**src/sv/zor_pkg.sv**
```systemverilog
// Shared types and constants for the z-score outlier row unit.
package zor_pkg;

    // Fixed field widths
    localparam int SAMPLE_W    = 24;
    localparam int ROW_INDEX_W = 6;
    localparam int COL_W       = 5;
    localparam int FC_RAW_W    = 5;
    localparam int FC_W        = 6;
    localparam int LIMIT_W     = 16;
    localparam int SPREAD_W    = 25;
    localparam int DIFF_W      = SAMPLE_W + 1;
    localparam int PROD_W      = 2 * SAMPLE_W;
    localparam int BOUND_W     = LIMIT_W + SPREAD_W;
    localparam int LIMIT_FRAC  = 8;
    localparam int MAG_SH_W    = DIFF_W + LIMIT_FRAC;

    // Configuration port
    localparam int CFG_IDX_W  = 2;
    localparam int CFG_DATA_W = 16;

    typedef enum logic [CFG_IDX_W-1:0] {
        CFG_FEATURE_COUNT   = 2'd0,
        CFG_LABEL_PRESENT   = 2'd1,
        CFG_DEVIATION_LIMIT = 2'd2
    } zor_cfg_idx_t;

    // Register reset values
    localparam logic [FC_RAW_W-1:0] FEATURE_COUNT_RST   = 5'd1;
    localparam logic                LABEL_PRESENT_RST   = 1'b0;
    localparam logic [LIMIT_W-1:0]  DEVIATION_LIMIT_RST = 16'd768;

    // Commands from controller to datapath
    typedef struct packed {
        logic load;
        logic set_clear;
        logic f_clear;
        logic f_inc;
        logic r_clear;
        logic r_inc;
        logic sum_clear;
        logic sum_acc;
        logic div_mean;
        logic div_var;
        logic div_step;
        logic mean_wr;
        logic sq_clear;
        logic sq_mul;
        logic sq_acc;
        logic sqrt_start;
        logic sqrt_step;
        logic bound_wr;
        logic flag_clear;
        logic flag_cmp;
    } zor_cmd_t;

    // Status from datapath to controller
    typedef struct packed {
        logic in_last;
        logic rows_ready;
        logic last_row;
        logic last_feat;
        logic div_last;
        logic sqrt_last;
    } zor_status_t;

endpackage

```
**src/sv/zor_ctrl.sv**
```systemverilog
// Controller state machine: load, per-feature statistics, per-row verdicts.
module zor_ctrl (
    input  logic                 clk,
    input  logic                 rst_n,
    input  logic                 in_valid,
    output logic                 in_ready,
    output logic                 out_valid,
    input  logic                 out_ready,
    input  zor_pkg::zor_status_t status,
    output zor_pkg::zor_cmd_t    cmd
);

    typedef enum logic [16:0] {
        S_LOAD    = 17'b00000000000000001,
        S_SUM_RD  = 17'b00000000000000010,
        S_SUM_ACC = 17'b00000000000000100,
        S_MSTART  = 17'b00000000000001000,
        S_MDIV    = 17'b00000000000010000,
        S_MEAN    = 17'b00000000000100000,
        S_SQ_RD   = 17'b00000000001000000,
        S_SQ_MUL  = 17'b00000000010000000,
        S_SQ_ACC  = 17'b00000000100000000,
        S_VSTART  = 17'b00000001000000000,
        S_VDIV    = 17'b00000010000000000,
        S_RSTART  = 17'b00000100000000000,
        S_SQRT    = 17'b00001000000000000,
        S_BOUND   = 17'b00010000000000000,
        S_VR_RD   = 17'b00100000000000000,
        S_VR_CMP  = 17'b01000000000000000,
        S_EMIT    = 17'b10000000000000000
    } zor_state_t;

    zor_state_t state_reg;
    zor_state_t state_next;

    // Handshakes
    assign in_ready  = (state_reg == S_LOAD);
    assign out_valid = (state_reg == S_EMIT);

    // Next state and commands
    always_comb
    begin
        state_next = state_reg;
        cmd        = '0;
        case (state_reg)
            S_LOAD:
            begin
                cmd.load = in_valid;
                if (in_valid && status.in_last && status.rows_ready)
                begin
                    cmd.f_clear   = 1'b1;
                    cmd.r_clear   = 1'b1;
                    cmd.sum_clear = 1'b1;
                    state_next    = S_SUM_RD;
                end
            end
            S_SUM_RD:
            begin
                state_next = S_SUM_ACC;
            end
            S_SUM_ACC:
            begin
                cmd.sum_acc = 1'b1;
                if (status.last_row)
                begin
                    state_next = S_MSTART;
                end
                else
                begin
                    cmd.r_inc  = 1'b1;
                    state_next = S_SUM_RD;
                end
            end
            S_MSTART:
            begin
                cmd.div_mean = 1'b1;
                state_next   = S_MDIV;
            end
            S_MDIV:
            begin
                cmd.div_step = 1'b1;
                if (status.div_last)
                begin
                    state_next = S_MEAN;
                end
            end
            S_MEAN:
            begin
                cmd.mean_wr  = 1'b1;
                cmd.r_clear  = 1'b1;
                cmd.sq_clear = 1'b1;
                state_next   = S_SQ_RD;
            end
            S_SQ_RD:
            begin
                state_next = S_SQ_MUL;
            end
            S_SQ_MUL:
            begin
                cmd.sq_mul = 1'b1;
                state_next = S_SQ_ACC;
            end
            S_SQ_ACC:
            begin
                cmd.sq_acc = 1'b1;
                if (status.last_row)
                begin
                    state_next = S_VSTART;
                end
                else
                begin
                    cmd.r_inc  = 1'b1;
                    state_next = S_SQ_RD;
                end
            end
            S_VSTART:
            begin
                cmd.div_var = 1'b1;
                state_next  = S_VDIV;
            end
            S_VDIV:
            begin
                cmd.div_step = 1'b1;
                if (status.div_last)
                begin
                    state_next = S_RSTART;
                end
            end
            S_RSTART:
            begin
                cmd.sqrt_start = 1'b1;
                state_next     = S_SQRT;
            end
            S_SQRT:
            begin
                cmd.sqrt_step = 1'b1;
                if (status.sqrt_last)
                begin
                    state_next = S_BOUND;
                end
            end
            S_BOUND:
            begin
                cmd.bound_wr = 1'b1;
                cmd.r_clear  = 1'b1;
                if (status.last_feat)
                begin
                    cmd.f_clear    = 1'b1;
                    cmd.flag_clear = 1'b1;
                    state_next     = S_VR_RD;
                end
                else
                begin
                    cmd.f_inc     = 1'b1;
                    cmd.sum_clear = 1'b1;
                    state_next    = S_SUM_RD;
                end
            end
            S_VR_RD:
            begin
                state_next = S_VR_CMP;
            end
            S_VR_CMP:
            begin
                cmd.flag_cmp = 1'b1;
                if (status.last_feat)
                begin
                    state_next = S_EMIT;
                end
                else
                begin
                    cmd.f_inc  = 1'b1;
                    state_next = S_VR_RD;
                end
            end
            S_EMIT:
            begin
                if (out_ready)
                begin
                    if (status.last_row)
                    begin
                        cmd.set_clear = 1'b1;
                        state_next    = S_LOAD;
                    end
                    else
                    begin
                        cmd.r_inc      = 1'b1;
                        cmd.f_clear    = 1'b1;
                        cmd.flag_clear = 1'b1;
                        state_next     = S_VR_RD;
                    end
                end
            end
            default:
            begin
                state_next = S_LOAD;
            end
        endcase
    end

    // State register
    always_ff @(posedge clk or negedge rst_n)
    begin
        if (!rst_n)
        begin
            state_reg <= S_LOAD;
        end
        else
        begin
            state_reg <= state_next;
        end
    end

endmodule

```
**config.mk**
```make
export PLATFORM = sky130hd
export DESIGN_NAME = zor_ctrl
export DESIGN_NICKNAME = d
export VERILOG_FILES = /design/src/sv/zor_pkg.sv /design/src/sv/zor_ctrl.sv
export SDC_FILE = /design/constraint.sdc
export NUM_CORES = 1
export LEC_CHECK = 0
export BUFFER_PORTS_ARGS = -buffer_cell sky130_fd_sc_hd__buf_4
export CORE_ASPECT_RATIO = 0.9
export CORE_UTILIZATION = 35
export CTS_CLUSTER_SIZE = 14
export DETAILED_ROUTE_END_ITERATION = 12
export PLACE_DENSITY_LB_ADDON = 0.25
export SLEW_MARGIN = 20
export SYNTH_ARGS = -nofsm -noshare
export SYNTH_HDL_FRONTEND = slang
export SYNTH_SLANG_ARGS = --single-unit
```
**constraint.sdc**
```tcl
create_clock -name clk -period 3.35 [get_ports clk]
set_clock_uncertainty 0.1 [all_clocks]
set_input_delay 0.5025 -clock clk [delete_from_list [all_inputs] [get_ports clk]]
set_output_delay 0.5025 -clock clk [all_outputs]
set_load 0.01 [all_outputs]
```
# Yosys cells after proc, flatten, opt, wreduce, memory -nomap -nowiden
# Cells that the tools add are included.
totals:
  register_bits: 17
  inputBits: 10
  out_inout_bits: 22
  elab_cells: 67
  latch_bits: 0
  romBits: 0
  mem_count: 0
  ram_bits: 0
op_classes:
  eq_ne: 22
  shift: 0
  reduce_logical: 7
  n_addsub: 0
  magnitude_cmp: 0
  div: 0
  muxes: 37
  n_bitwise: 0
  n_mul: 0
ops:
  columns: ["op", "n"]
  rows:
  - ["one-hot mux 17 bit (17 select lines)", 1]
  - ["2-to-1 mux 17 bit", 6]
  - ["2-to-1 mux 15 bit", 2]
  - ["2-to-1 mux 1 bit", 19]
  - ["== test 17 x 1 -> 1 bit (second input constant)", 1]
  - ["== test 17 x 10 -> 1 bit (second input constant)", 1]
  - ["== test 17 x 11 -> 1 bit (second input constant)", 1]
  - ["== test 17 x 12 -> 1 bit (second input constant)", 1]
  - ["== test 17 x 13 -> 1 bit (second input constant)", 1]
  - ["== test 17 x 14 -> 1 bit (second input constant)", 1]
  - ["== test 17 x 15 -> 1 bit (second input constant)", 1]
  - ["== test 17 x 16 -> 1 bit (second input constant)", 1]
  - ["== test 17 bit (second input constant)", 1]
  - ["== test 17 x 2 -> 1 bit (second input constant)", 1]
  - ["== test 17 x 3 -> 1 bit (second input constant)", 1]
  - ["== test 17 x 4 -> 1 bit (second input constant)", 1]
  - ["== test 17 x 5 -> 1 bit (second input constant)", 1]
  - ["== test 17 x 6 -> 1 bit (second input constant)", 1]
  - ["== test 17 x 7 -> 1 bit (second input constant)", 1]
  - ["== test 17 x 8 -> 1 bit (second input constant)", 1]
  - ["== test 17 x 9 -> 1 bit (second input constant)", 1]
  - ["2-to-1 mux 10 bit", 1]
  - ["one-hot mux 1 bit (2 select lines)", 4]
  - ["OR reduction 2 bit", 4]
  - ["other kinds (7)", 12]

# Depth between registers and ports, before layout
# Gate-level depths: netlist (run 1).
logic_depth:
  ltp_word: 4
  ltp_mapped: 7
  ltp_nobuf: 7

# Worst setup path after synthesis (run 1)
# OpenSTA, ideal clock, no wires.
synth_timing:
  path_type: "flip-flop to output port"
  start: "register state_reg[2]"
  end: "output port cmd[17] (netlist name)"
  setup_slack_ns: 0.880
  t_arrival_ns: 1.867
  path_buffers: 0
  path_stages_with_launch: 8
  cell_sequence: "dfrtp_1 nor4_4 nand4_1 or3b_4 inv_2 nand2_1 o21ai_2 nand2b_1"
synth_lines:
  columns: ["element", "line_no", "rtl"]
  rows:
  - ["start, declared", "zor_ctrl.sv:33", "zor_state_t state_reg;"]
  - ["start signal, assigned", "zor_ctrl.sv:210", "state_reg <= state_next;"]
  - ["end, declared", "zor_ctrl.sv:10", "output zor_pkg::zor_cmd_t cmd"]

==> metrics.txt, run 1 <==
FFs w/ async S/R, synth=100%; Post-synth EDFFs=0; setup total negative slack=0 ns; number of vias in the routed layout=1115; Num Clock Sinks=17; largest net degree at the start of global routing=18; number of distinct standard cells referenced by the synthesized netlist=50; syn avg cell area=9.61 sq um; final cycle utilization of the critical path=91.1%; cells after synthesis=124; Finished Cell Area=1500 sq um; clock latency at the later pin of the worst-skew pair=0.26 ns; total of warnings raised by yosys=0; slew at the pin with the worst max-slew slack=0.588 ns; summed instance area of the synthesized netlist=1190 sq um; setup-violating endpoint count in the final report=0; HPWL after detailed placement=2.53 mm; share of synthesized area occupied by flip-flops and latches=between 30% and 40%; average vias per placed instance=5.63; initial cell density of the core=a little under two fifths; global-route wire length before repair=between 5 and 6 mm; IO buf count=31; cells resized by post-CTS repair=0; Post-CTS Repair Setup Buffers=0; First-pass DRT Iterations=4; Hold/Removal Path Class=in2async; number of flip-flops in the largest register=17; TritonCTS buffer count=3; top cells by area, synth=sky130_fd_sc_hd__dfrtp_1 (34%), sky130_fd_sc_hd__nor4_4 (5.4%), sky130_fd_sc_hd__nor3b_1 (3.8%), sky130_fd_sc_hd__nor2_1 (3.2%), sky130_fd_sc_hd__nand2b_1 (2.6%); all-layer global routing usage=20.3%; ANT cells=0; placeable core area=3140 sq um; synthesis-to-layout area growth=25.7%; DR iter-0 viols=36; number of violations of the max-capacitance limit=0; run status=finished, violations left; die outline height=around 57 um; Final Max Slew Viols=0; fraction of post-synthesis cell area in the top cell type by area=between 30 and 40%; leading area contributor after synthesis=sky130_fd_sc_hd__dfrtp_1; RePlAce Congestion=0.944; clock-pin slew on the worst setup and hold paths=0.07 ns; fraction of layout cells with a size suffix above 1=35.9%; commonest non-fill, non-tap cells in the layout=sky130_fd_sc_hd__buf_4 (31), sky130_fd_sc_hd__dfrtp_1 (16), sky130_fd_sc_hd__nor2_1 (10), sky130_fd_sc_hd__nand2_1 (7); die span in x=63.5 um; data arrival time of the critical path=2.45 ns; violated checks=negative hold slack; final hold violations=4; VDD IR max=0.000240 V; Worst EP required=2.75 ns; number of remaining DRC errors=0; number of I/O pins=32; grt total ovfl=0; Hold Buf Count CTS=0; CTS H-Tree Depth=1; count of nets left with antenna violations after detail routing=0; headroom to the max-slew limit=between 60% and 70%; FF+latch count, synth=17; Net Count, Synth=134; DIE AREA=3640 sq um; vias in the first global route=1159; leading cell type in the layout, fill and taps excluded=sky130_fd_sc_hd__buf_4; Startpoint Class=flop; Lkg Pwr=between 0.7 and 0.8 nW; number of antenna violations at the first check in global routing=0; dominant synthesized flop cell=sky130_fd_sc_hd__dfrtp_1; highest clock frequency the design can meet=328 MHz; Final Routed Wirelength=between 3 and 4 mm; RSZ-0062 raised after global routing=no; clock tree from TritonCTS=built; root buffer selected by CTS=sky130_fd_sc_hd__clkbuf_8; Core Rows=19; time the final worst path needs with I/O delays and setup=3.05 ns; placement-stage cell area=1450 sq um; post-route worst hold slack=-0.00383 ns; clock buffer depth=2; startpoint-to-endpoint class of the critical path=reg2out; Max FO, Critical Path=6; capturing element type of the critical path=output pin; ratio of total power to cell area=510 nW/um^2; average wire per cell in the routed design=16.9 um; final layout net count=167
-- stage by stage --
stage               worst slack (ns)  total power, mW  std cells  utilization (%)
global placement               0.671            0.595        194             46.3
global route                   0.154            0.811        198             47.7
floorplan                      0.880            0.516        124                -
detailed placement             0.610            0.601        194             46.3
CTS                            0.319            0.760        198             47.7
finish                         0.298            0.764        198             47.7
-- synthesized netlist by cell type, types with 3 or more instances --
master / instances
sky130_fd_sc_hd__dfrtp_1: 16
sky130_fd_sc_hd__nor2_1: 10
sky130_fd_sc_hd__nand2_1: 7
sky130_fd_sc_hd__inv_1: 6
sky130_fd_sc_hd__nor3b_1: 6
sky130_fd_sc_hd__nand2b_1: 5
sky130_fd_sc_hd__nand4_1: 5
sky130_fd_sc_hd__o21ai_0: 5
sky130_fd_sc_hd__nor4_1: 4
sky130_fd_sc_hd__a21oi_1: 3
sky130_fd_sc_hd__and2_1: 3
sky130_fd_sc_hd__nor4_4: 3
sky130_fd_sc_hd__xor2_1: 3
-- where the power goes --
part | internal, mW | total [mW] | switching, mW
combinational | 0.150 | 0.342 | 0.192
sequential | 0.228 | 0.264 | 0.0364
clock | 0.0846 | 0.158 | 0.0733
-- metal layers --
layer | vias up | track usage (%) | part of all wire (%)
li1 | 524 | - | -
met1 | 534 | 25.3 | 43
met2 | 54 | 34.3 | 49
met3 | 3 | 4.60 | 7.5
met4 | 0 | 7.47 | 0.48
met5 | - | 0 | 0
-- final timing paths --
path / slack [ns] / depth (start not counted) / to / from
min in group clk: 0.34 / 2 / state_reg[12] / status[0]
max: 0.30 / 8 / cmd[17] / state_reg[4]
min reg2reg: 0.49 / 1 / state_reg[7] / state_reg[7]
max reg2reg: 0.83 / 6 / state_reg[0] / state_reg[4]
max in group asynchronous: 2.90 / 1 / state_reg[0] / rst_n
min: -0.004 / 1 / state_reg[13] / rst_n
-- worst max-delay path, cell delays in order, from the launching register on --
cell and delay (ns):
sky130_fd_sc_hd__dfrtp_1 0.47, sky130_fd_sc_hd__nor4_4 0.49, sky130_fd_sc_hd__nand4_1 0.26, sky130_fd_sc_hd__or3b_4 0.48
sky130_fd_sc_hd__inv_2 0.10, sky130_fd_sc_hd__nand2_1 0.09, sky130_fd_sc_hd__o21ai_2 0.07, sky130_fd_sc_hd__nand2b_1 0.11
sky130_fd_sc_hd__buf_4 0.11
-- cell type report --
cell class / instances / area [sq um]
sequential: 17 / 427
timing repair buffer: 31 / 233
fill: 308 / 1640
multi-input combinational: 96 / 711
tap: 42 / 52.6
clock buffer: 4 / 45.0
inverter: 8 / 30.0
-- cells by family (layout without fill, tap and decap cells) --
| family | Yosys count | count (layout) | synth area share (%) |
|---|---|---|---|
| compound gates | 24 | 24 | 14.8 |
| buf+inv | 11 | 43 | 4.52 |
| flops | 17 | 17 | 35.8 |
| xor+xnor | 4 | 4 | 2.94 |
| simple gates | 68 | 68 | 41.9 |
(Power assumes the default switching activity.)
==> run 2: changes to the inputs <==
Clock period 3.35 ns to 2.6 ns, I/O delays scaled along.
==> metrics.txt, run 2 (same netlist as run 1, synthesis figures left out) <==
run status=finished, violations left; violated checks=negative setup slack; commonest non-fill, non-tap cells in the layout=sky130_fd_sc_hd__buf_4 (53), sky130_fd_sc_hd__nor2_1 (10), sky130_fd_sc_hd__dfrtp_1 (9), sky130_fd_sc_hd__dfrtp_2 (7), sky130_fd_sc_hd__buf_6 (6); root buffer selected by CTS=sky130_fd_sc_hd__clkbuf_8; number of I/O pins=32 (unchanged); number of violations of the max-capacitance limit=0 (unchanged); Hold/Removal Path Class=in2reg; final layout net count=196 (+17%); Startpoint Class=flop; grt total ovfl=0 (unchanged); CTS H-Tree Depth=1 (unchanged); largest net degree at the start of global routing=18 (unchanged); First-pass DRT Iterations=4 (unchanged); average vias per placed instance=5.41 (-4.0%); RePlAce Congestion=0.877 (-7.1%); share of power burned in registers=28.2% (-6.4 points); final hold violations=0 (-4); Finished Cell Area=1820 sq um (+21%); register-to-register setup slack=0.12 ns (-0.71 ns); startpoint-to-endpoint class of the critical path=reg2out; Worst Hold Depth=2; post-route worst hold slack=0.254 ns (+0.258 ns); Max FO, Critical Path=4 (-2); number of flip-flops in the largest register=17 (unchanged); number of antenna violations at the first check in global routing=0 (unchanged); ratio of total power to cell area=658 nW/um^2 (+29%); Lkg Pwr=0.883 nW (+21%); ANT cells=0 (unchanged); number of filler instances in the final layout=283 (-8.1%); data arrival time of the critical path=2.22 ns (-0.23 ns); Sw Share=37.2% (-2.3 points); clock tree from TritonCTS=built; switching power total=0.445 mW (+47%); clock latency at the later pin of the worst-skew pair=0.26 ns (about the same); Final Max Slew Viols=0 (unchanged); final worst setup slack=-0.108 ns (-0.406 ns); fraction of layout cells with a size suffix above 1=56.8% (+21 points); Int Pwr=0.752 mW (+62%); r2r worst-path depth=8 (+2); Worst EP required=2.11 ns (-0.64 ns); cell total after placement=201 (+3.6%); clock buffer depth=2 (unchanged); IO buf count=31 (unchanged); slew at the pin with the worst max-slew slack=0.366 ns (-0.223 ns); final cycle utilization of the critical path=104%; Core Rows=19 (unchanged); initial cell density of the core=38.0% (unchanged); TritonCTS buffer count=3 (unchanged); capturing element type of the critical path=output pin; Num Clock Sinks=17 (unchanged); count of nets left with antenna violations after detail routing=0 (unchanged); Combinational Power Share=54.7% (+10 points); number of remaining DRC errors=0 (unchanged); setup-violating endpoint count in the final report=8 (+8); synthesis-to-layout area growth=52.5%; placement-stage cell area=1510 sq um (+3.6%); RSZ-0062 raised after global routing=yes; clock-pin slew on the worst setup and hold paths=0.07 ns (about the same); average wire per cell in the routed design=16.4 um (-3.0%); placeable core area=3140 sq um (unchanged); time the final worst path needs with I/O delays and setup=~2.7 ns; total area of sequential cells=435 sq um (+2.1%); die span in x=63.5 um (unchanged); VDD IR max=0.000348 V (+45%); global-route wire length before repair=5.72 mm (+0.86%); DR iter-0 viols=58 (+61%); number of vias in the routed layout=1227 (+10%); highest clock frequency the design can meet=369 MHz; number of standard cells in the final layout excluding fillers=227 (+15%); Final Routed Wirelength=3.73 mm (+11%); area of the multi-input gates=774 sq um (+9.0%); die outline height=57.3 um (unchanged); leading cell type in the layout, fill and taps excluded=sky130_fd_sc_hd__buf_4; critical-path cell list=nor4_4 -> buf_4 -> nand4_1 -> nor2_2 -> nand2_2 -> o21ai_2 -> nand2b_4 -> buf_6; HPWL after detailed placement=2.44 mm (-3.8%); slowest stage cell on the critical path=sky130_fd_sc_hd__dfrtp_2; DIE AREA=3640 sq um (unchanged); headroom to the max-slew limit=75.4% (+15 points); Largest stage delay, worst path=0.44 ns (-0.05 ns); portion of total power attributed to the clock network=17.1% (-3.6 points); all-layer global routing usage=20.9% (+0.63 points); vias in the first global route=1167 (+0.69%)
-- run 2: cell count changes in the layout (fill, tap and decap cells not counted), sizes merged --
cell,delta
dlygate4sd3,+1
clkinv,+1
clkbuf,-1
buf,+28
-- run 2: critical path: cells and delay by family, from the launching register on --
| kind | cells | cell delay (ns) |
|---|---|---|
| AND/OR/NAND/NOR | 5 | 1.09 |
| flip-flops | 1 | 0.44 |
| buffers and inverters | 2 | 0.29 |
| AO/OA/AOI/OAI | 1 | 0.14 |
-- run 2: repair_timing --
action	CTS	global route
cloned	0	0
hold buffers	1	0
resized for setup	4	26
endpoints found under the hold margin	16	0
pin swaps	6	11
setup buffers	8	14
setup endpoints to repair	6	11
-- run 2: area by class of cell --
type	count	share of cell area, %
Multi-Input combinational cell	96	42.6
Timing Repair Buffer	60	26.2
Sequential cell	17	24.0
Tap cell	42	2.89
Clock buffer	3	2.27
Inverter	8	1.79
Clock inverter	1	0.275
-- run 2: per-layer routing --
layer | global-route usage [%] | share of wire [%] | vias up
li1 | - | - | 584
met1 | 28.5 | 44 | 594
met2 | 32.4 | 49 | 45
met3 | 4.20 | 6.1 | 4
met4 | 8.77 | 0.88 | 0
met5 | 0 | 0 | -
-- run 2: path summary, 6_finish.rpt --
kind | endpoint | start
worst max register to register | state_reg[10] | state_reg[5]
worst min register to register | state_reg[2] | state_reg[2]
min in group asynchronous | state_reg[4] | rst_n
max in group asynchronous | state_reg[0] | rst_n
worst min-delay path | state_reg[16] | out_ready
worst max-delay path | cmd[17] | state_reg[5]
-- run 2: per-stage QoR --
step / setup slack (ns) / total power, mW / util, % / setup TNS [ns]
CTS: -0.00829 / 1.07 / 52.0 / -0.00829
global route: -0.226 / 1.27 / 57.9 / -1.30
global placement: 0.177 / 0.793 / 48.0 / 0
detailed placement: 0.133 / 0.801 / 48.0 / 0
finish: -0.108 / 1.20 / 57.9 / -0.348
floorplan: 0.243 / 0.665 / - / 0
-- run 2: power groups by stage --
stage	Sequential (mW)	Combinational (mW)	Clock (mW)
6_report	0.338	0.654	0.204
5_1_grt	0.342	0.706	0.226
4_1_cts	0.338	0.523	0.208
3_5_place_dp	0.344	0.457	0
3_3_place_gp	0.341	0.452	0
2_1_floorplan	0.335	0.330	0
